[config.mk]
export PLATFORM = sky130hd
export DESIGN_NAME = tbrl_bucket_dp
export DESIGN_NICKNAME = d
export VERILOG_FILES = /design/src/design/token_bucket_rate_limiter_macros.svh /design/src/design/tbrl_pkg.sv /design/src/design/tbrl_bucket_dp.sv
export SDC_FILE = /design/constraint.sdc
export NUM_CORES = 2
export LEC_CHECK = 0
export ABC_AREA = 1
export ABC_CLOCK_PERIOD_IN_PS = 13900
export BUFFER_PORTS_ARGS = -buffer_cell sky130_fd_sc_hd__buf_2
export CORE_ASPECT_RATIO = 1.5
export CORE_MARGIN = 1.5
export CORE_UTILIZATION = 40
export DETAILED_ROUTE_END_ITERATION = 10
export GPL_ROUTABILITY_DRIVEN = 0
export RECOVER_POWER = 100
export SETUP_SLACK_MARGIN = 0.15
export SYNTH_ARGS = -nofsm -noshare
export SYNTH_HDL_FRONTEND = slang
export SYNTH_SLANG_ARGS = --single-unit
[constraint.sdc]
create_clock -name clk -period 13.9 [get_ports clk]
set_input_delay 1.39 -clock clk [delete_from_list [all_inputs] [get_ports clk]]
set_output_delay 1.39 -clock clk [all_outputs]
set_load 0.03 [all_outputs]
[src/design/token_bucket_rate_limiter_macros.svh]
// Assertion macros used by the token bucket rate limiter module.
`ifndef TOKEN_BUCKET_RATE_LIMITER_MACROS_SVH
`define TOKEN_BUCKET_RATE_LIMITER_MACROS_SVH

// Same-cycle implication, checked outside reset.
`define TBRL_ASSERT_NOW(label, clk, rst_n, ante, cons, msg) \
  label: assert property (@(posedge clk) disable iff (!rst_n) (ante) |-> (cons)) \
    else $error(msg);

// Next-cycle implication, checked outside reset.
`define TBRL_ASSERT_NEXT(label, clk, rst_n, ante, cons, msg) \
  label: assert property (@(posedge clk) disable iff (!rst_n) (ante) |=> (cons)) \
    else $error(msg);

`endif

[src/design/tbrl_pkg.sv]
`timescale 1ns / 1ps
`default_nettype none

package tbrl_pkg;

  // Number of client buckets; must be a power of two so that the client
  // index wraps by dropping its upper bits.
  localparam int CLIENT_COUNT  = 256;
  localparam int CLIENT_IDX_W  = $clog2(CLIENT_COUNT);
  localparam int CLIENT_FLD_W  = 8;
  localparam int FRACTION_BITS = 16;
  localparam int MAXTOK_W      = 12;
  localparam int RATE_W        = 28;
  localparam int TIME_W        = 32;
  localparam int LEVEL_W       = MAXTOK_W + FRACTION_BITS;
  localparam int PROD_W        = TIME_W + RATE_W;

  localparam logic [LEVEL_W-1:0] LEVEL_ONE =
    {{(MAXTOK_W-1){1'b0}}, 1'b1, {FRACTION_BITS{1'b0}}};

  // Configuration register map.
  localparam int CFG_IDX_W  = 2;
  localparam int CFG_DATA_W = RATE_W;
  localparam logic [CFG_IDX_W-1:0] CFG_MAX_TOKENS  = 2'd0;
  localparam logic [CFG_IDX_W-1:0] CFG_REFILL_RATE = 2'd1;

  localparam logic [MAXTOK_W-1:0] MAX_TOKENS_RST  = 12'd100;
  localparam logic [RATE_W-1:0]   REFILL_RATE_RST = 28'd109227;

  typedef struct packed {
    logic [CLIENT_FLD_W-1:0] client_index;
    logic [TIME_W-1:0]       time_now;
  } in_req_t;

  typedef struct packed {
    logic                allowed;
    logic [MAXTOK_W-1:0] used_count;
  } out_res_t;

  typedef struct packed {
    logic                    en;
    logic [CLIENT_IDX_W-1:0] idx;
    logic [LEVEL_W-1:0]      level;
    logic [TIME_W-1:0]       last_time;
  } mem_wr_t;

  typedef struct packed {
    logic               seen;
    logic [LEVEL_W-1:0] level;
    logic [TIME_W-1:0]  last_time;
  } mem_rd_t;

  typedef struct packed {
    logic diff_en;
    logic mul_en;
    logic adj_en;
  } dp_ctrl_t;

endpackage

`default_nettype wire

[src/design/tbrl_bucket_dp.sv]
`timescale 1ns / 1ps
`default_nettype none

// Refill datapath: elapsed time, refill product, then add or subtract and cap.
module tbrl_bucket_dp (
  input  wire logic                          clk,
  input  wire tbrl_pkg::dp_ctrl_t            ctrl,
  input  wire tbrl_pkg::mem_rd_t             rd,
  input  wire logic [tbrl_pkg::TIME_W-1:0]   time_now,
  input  wire logic [tbrl_pkg::MAXTOK_W-1:0] max_tokens,
  input  wire logic [tbrl_pkg::RATE_W-1:0]   refill_rate,
  output logic [tbrl_pkg::LEVEL_W-1:0]       level_adj
);

  localparam int SUM_W = tbrl_pkg::PROD_W + 1;

  logic                          seen_r;
  logic                          back_r;
  logic [tbrl_pkg::TIME_W-1:0]   diff_r;
  logic [tbrl_pkg::LEVEL_W-1:0]  level_r;
  logic [tbrl_pkg::PROD_W-1:0]   prod_r;
  logic [tbrl_pkg::LEVEL_W-1:0]  level_adj_r;

  logic                          back_nxt;
  logic [tbrl_pkg::TIME_W-1:0]   diff_nxt;
  logic [tbrl_pkg::LEVEL_W-1:0]  cap;
  logic [tbrl_pkg::LEVEL_W-1:0]  drained;
  logic [SUM_W-1:0]              pre_cap;
  logic [tbrl_pkg::LEVEL_W-1:0]  level_adj_nxt;

  always_comb begin
    back_nxt = time_now < rd.last_time;
    diff_nxt = back_nxt ? (rd.last_time - time_now) : (time_now - rd.last_time);
  end

  always_comb begin
    cap = {max_tokens, {tbrl_pkg::FRACTION_BITS{1'b0}}};
    // Backward time drains the bucket and floors it at zero.
    drained = (prod_r >= tbrl_pkg::PROD_W'(level_r)) ? '0 :
              (level_r - prod_r[tbrl_pkg::LEVEL_W-1:0]);
    pre_cap = back_r ? SUM_W'(drained) : (SUM_W'(level_r) + SUM_W'(prod_r));
    if (!seen_r) begin
      level_adj_nxt = cap;
    end else if (pre_cap > SUM_W'(cap)) begin
      level_adj_nxt = cap;
    end else begin
      level_adj_nxt = pre_cap[tbrl_pkg::LEVEL_W-1:0];
    end
  end

  always_ff @(posedge clk) begin
    if (ctrl.diff_en) begin
      seen_r  <= rd.seen;
      back_r  <= back_nxt;
      diff_r  <= diff_nxt;
      level_r <= rd.level;
    end
    if (ctrl.mul_en) begin
      prod_r <= tbrl_pkg::PROD_W'(diff_r) * tbrl_pkg::PROD_W'(refill_rate);
    end
    if (ctrl.adj_en) begin
      level_adj_r <= level_adj_nxt;
    end
  end

  assign level_adj = level_adj_r;

endmodule

`default_nettype wire
* Word level (Yosys, flattened, before mapping)
Cells that the tools add are included.
W data, S select, Z words.
** Cells by class
- $add $sub $neg :: 4
- Multipliers :: 1
- Divide/modulo/power cells :: 0
- Order comparisons :: 3
- Eq/ne operators :: 0
- Shifts and indexed selects :: 0
- Mux-type cells :: 5
- Bitwise operators :: 1
- Reductions and logical operators :: 1
** Operator list (count)
- $mux W28 :: 3
- $sub A32 B32 Y32 :: 2
- $add A28 B60 Y61 :: 1
- $gt A61 B28 Y1 :: 1
- $mux W61 :: 1
- $ge A60 B28 Y1 :: 1
- $mul A32 B28 Y60 :: 1
- $lt A32 B32 Y1 :: 1
- $mux W32 :: 1
- $sub A28 B28 Y28 :: 1
- $reduce_or A2 Y1 :: 1
- $not A1 Y1 :: 1
** Word-level totals
- Flip-flop bits (word level) :: 150
- Latch bits :: 0
- RAM bits :: 0
- Bits in read-only memories :: 0
- Bits of input ports :: 137
- Output and inout bits :: 28
- Logic and storage cells :: 22
- Memories :: 0

* Logic depth before layout (Yosys ltp)
- Depth after elaboration :: 6
- Depth in mapped cells :: 32
- Depth with buffers taken out :: 31

* Worst setup path before layout
No wires, ideal clock.
- Kind :: input -> register
- Start :: in refill_rate[4] (netlist bit)
- End :: reg prod_r[55] (netlist bit), data pin
- Setup time :: 259 ps
- Arrival :: 7037 ps
- Data required time :: 13641 ps
- Setup slack :: 6604 ps
- Cell stages on the path :: 28
- Path buffers :: 1
- Cells stage by stage :: clkbuf_1 nand2_1 fa_1 inv_1 fa_1 fa_1 inv_1 fa_1 inv_1 fa_1 fa_1 inv_1 fa_1 inv_1 ha_1 a21oi_1 inv_1 a21oi_1 inv_1 a21boi_0 o21ai_0 a21oi_1 o21ai_0 nand2_1 nand2_1 nand3_1 nand3_1 xor2_1
** On the way
- Longest elaborated chain between the ends :: 1
** Ends and longest elaborated chain
- start: declaration :: RTL line tbrl_bucket_dp.sv:11 : input wire logic [tbrl_pkg::RATE_W-1:0] refill_rate,
- $mul A32 B28 Y60 :: RTL line tbrl_bucket_dp.sv:59 : prod_r <= tbrl_pkg::PROD_W'(diff_r) * tbrl_pkg::PROD_W'(refill_rate);
- end signal: assignment :: RTL line tbrl_bucket_dp.sv:59
- end: declaration :: RTL line tbrl_bucket_dp.sv:21 : logic [tbrl_pkg::PROD_W-1:0] prod_r;
Every way passes these cells.
A chain may end at the register's enable or synchronous reset.

* Worst setup path after layout
- Start :: in refill_rate[1] (netlist bit)
- End :: reg prod_r[45] (netlist bit), data pin
The elaborated chain is that of the path after synthesis.

==> results.txt <==
----------------------------------------------------
[Floorplanning]
  Area inside the core boundary ... 0.111 sq mm
  Number of top-level pins ... 165
  Vertical die dimension ... slightly above 400 um
  Die extent in x ... roughly 280 um
  Starting density of the core ... 0.404
  Total die area ... 0.115 sq mm
  Core Rows ... 150

[CTS]
  Insertion delay of the later-clocked pin in the worst-skew pair ... approximately 490 ps
  Number of buffers created by CTS ... 17
  CTS Buffer Depth ... 2
  TritonCTS clock tree ... built
  Depth of the CTS H-tree ... 4
  TritonCTS sink count ... 150
  CTS resizes ... 0
  Count of buffers added by post-CTS timing repair for setup ... 0
  Reg clk slew, reported paths ... approximately 70 ps
  Post-CTS Hold Buffers ... 0
  Library cell used as clock root buffer ... clkbuf_16

[Global route]
  Antenna violations before repair ... 3
  Congestion Overflow GR ... 0
  Vias in the first global route ... around 41,000
  Maximum number of pins on one net before global-route repair ... 63
  Wire length of the first global-routing pass ... about 220,000 um
  Overall global routing resource usage ... 0.257

[Synth]
  Mean post-synth cell area ... approximately 7.4 sq um
  Gate count of the mapped netlist ... ~6,100
  Share of the synthesized area in the top cell type ... 0.348
  Dominant cell type by area after synthesis ... fa_1
  Fraction of the yosys area taken by sequential cells ... 0.100
  Number of storage elements in the synthesis netlist ... 150
  Library cell with the highest instance count after synthesis ... inv_1
  Warning count from the yosys run ... 0
  Asr flop ratio synth ... 0
  Leading post-synthesis cells by instance count ... 1,777 x inv_1, 1,541 x nand2_1, 782 x fa_1, 372 x ha_1, 278 x nor2_1
  Number of enable flip-flop cells after synthesis ... 150
  Synthesized net count ... 7,387
  Most used flip-flop cell after synthesis ... edfxtp_1
  Top area cells in the synthesized netlist ... fa_1 35%, inv_1 15%, nand2_1 13%, ha_1 10%, edfxtp_1 10%
  Synthesized cell area ... 0.0450 sq mm
  Number of different library cells in the post-synthesis netlist ... 53

[Critical path]
  Data required time of the critical path ... about 14,000 ps
  Critical path data arrival time ... just under 10,000 ps
  Worst Path Class, Setup ... primary input to flop
  Worst-path maximum fanout ... 32
  CP Capture Type ... flop
  Type of origin of the critical path ... primary input

[Outcome]
  Outcome ... finished, violations left
  Violations in the final reports ... DRC, capacitance limit, slew limit

[Drt]
  Number of violations reported at the end of detailed-routing iteration 0 ... ~2,600
  Routed wirelength normalized by instance count ... 19.2 um
  Wl on met1 ... 52,100 um
  Post-route DRC violation count ... 2
  Final ANT Viol Nets ... 0
  DR top layer ... met5
  Via density ... between 5 and 6
  Wire length on met3 ... between 7000 and 8000 um
  First drt pass iteration count ... 10
  Amount of wire on met2 after detailed routing ... approximately 75,000 um
  Drt total wl ... ~150,000 um
  Vias ... 38,507

[Cells and area]
  Finished layout cell area ... 0.0476 sq mm
  Cell Count, Final, Fillers Out ... approximately 7,600
  Nets ... about 7,400
  Ratio of cells with drive above 1 in the final layout ... 0.0415
  Area delta synth->final ... 5.68%

[Place]
  Cell count after placement ... between 7,000 and 8,000
  Port-buffer cells ... around 160
  Placed instance area ... between 0.04 and 0.05 sq mm
  Post-DP HPWL ... 116,000 um

[STA]
  Final Max Tran Viols ... about 230
  Fmax achieved ... 105 MHz
  Hold Vio Cnt, Final ... 0
  Post-route clock period utilization ... 0.685
  Worst-margin pin slew ... 4220 ps
  Shortest clock period the worst path allows after layout ... 9520 ps
  Setup Skew ... 20.6 ps
  Setup repair after global routing missed its margin ... no
  Total negative slack for setup checks ... 0 ps
  Final setup violation count ... 0
  Worst-case headroom to the max-slew limit ... -1.81

[Hold path]
  Worst min-delay path category ... flop to flop

[Run]
  Reported max-cap violation count ... 6

----------------------------------------------------
metrics by stage:
stage	util	setup WS, ps	hold WS [ps]
finish	0.427	4380	1020
global route	0.427	3970	1050
CTS	0.428	5450	1020
detailed placement	0.422	4930	1000
global placement	0.422	5030	983
floorplan	-	6600	764
area by class of cell:
type,instances,area (sq um)
diodes,1,2.50
clock buffers,17,425
clock inverters,14,134
fillers,11728,63900
inverters,1802,6760
multi-input cells,3929,32800
flip-flops and latches,150,4500
well taps,1444,1810
repair buffers,208,1080
logic make-up (layout without fill, tap and decap cells):
| logic type | count (synthesis) | in the layout | share of synthesized area |
|---|---|---|---|
| and+or+nand+nor | 2100 | 2100 | 0.187 |
| buffers and inverters | 2017 | 2041 | 0.170 |
| adders and majority gates | 1154 | 1154 | 0.451 |
| AOI/OAI and AO/OA | 565 | 565 | 0.0702 |
| DFF | 150 | 150 | 0.100 |
| xor gates and xnor gates | 106 | 106 | 0.0206 |
| muxes | 4 | 4 | 0.000890 |
| other | 0 | 1 | 0 |
cell usage in the layout (no fill, tap or decap), drive strengths merged, types with 15 or more instances in the layout:
master     n
inv     1800
nand2   1549
fa       782
ha       372
nor2     303
a21oi    275
buf      161
o21ai    154
edfxtp   150
nand3    140
xor2      73
clkbuf    64
nand4     41
a31oi     39
xnor2     33
nor3      33
nor4      21
o21bai    18
a21o      16
o21a      15
path summary, 6_finish.rpt:
| path | startpoint | end | slack, ps | depth (start not counted) |
|---|---|---|---|---|
| setup / recovery | refill_rate[1] | prod_r[45] | 4380 | 26 |
| hold / removal | diff_r[0] | prod_r[0] | 1020 | 3 |
| setup reg to reg | diff_r[9] | prod_r[45] | 5890 | 26 |
| hold reg to reg | diff_r[0] | prod_r[0] | 1020 | 3 |
worst max-delay path, cell delays in order:
cell	delay, ps
clkbuf_1	1400
nand2_1	130
inv_1	150
fa_1	420
fa_1	490
fa_1	520
inv_1	50
fa_1	470
inv_1	50
fa_1	480
fa_1	550
inv_1	50
fa_1	470
inv_1	40
ha_1	420
nand2_1	140
nor2_1	120
nand2_1	60
nand2_1	220
a21oi_1	290
o21ai_0	770
a21oi_1	270
o21ai_0	460
nand2_1	150
nand3_1	100
nand2_1	50
layer usage:
metal,GRT usage,vias to the layer above
li1,-,17793
met1,0.274,18803
met2,0.484,1427
met3,0.0268,480
met4,0.161,4
met5,0,-
state kept, by name, summed over array words and instances, names as in the netlist:
register,flops
back_r,1
diff_r,32
level_adj,28
level_r,28
prod_r,60
seen_r,1
Power is not shown: default switching activity piles up to over one toggle a cycle in this logic, so the estimate is an artifact.
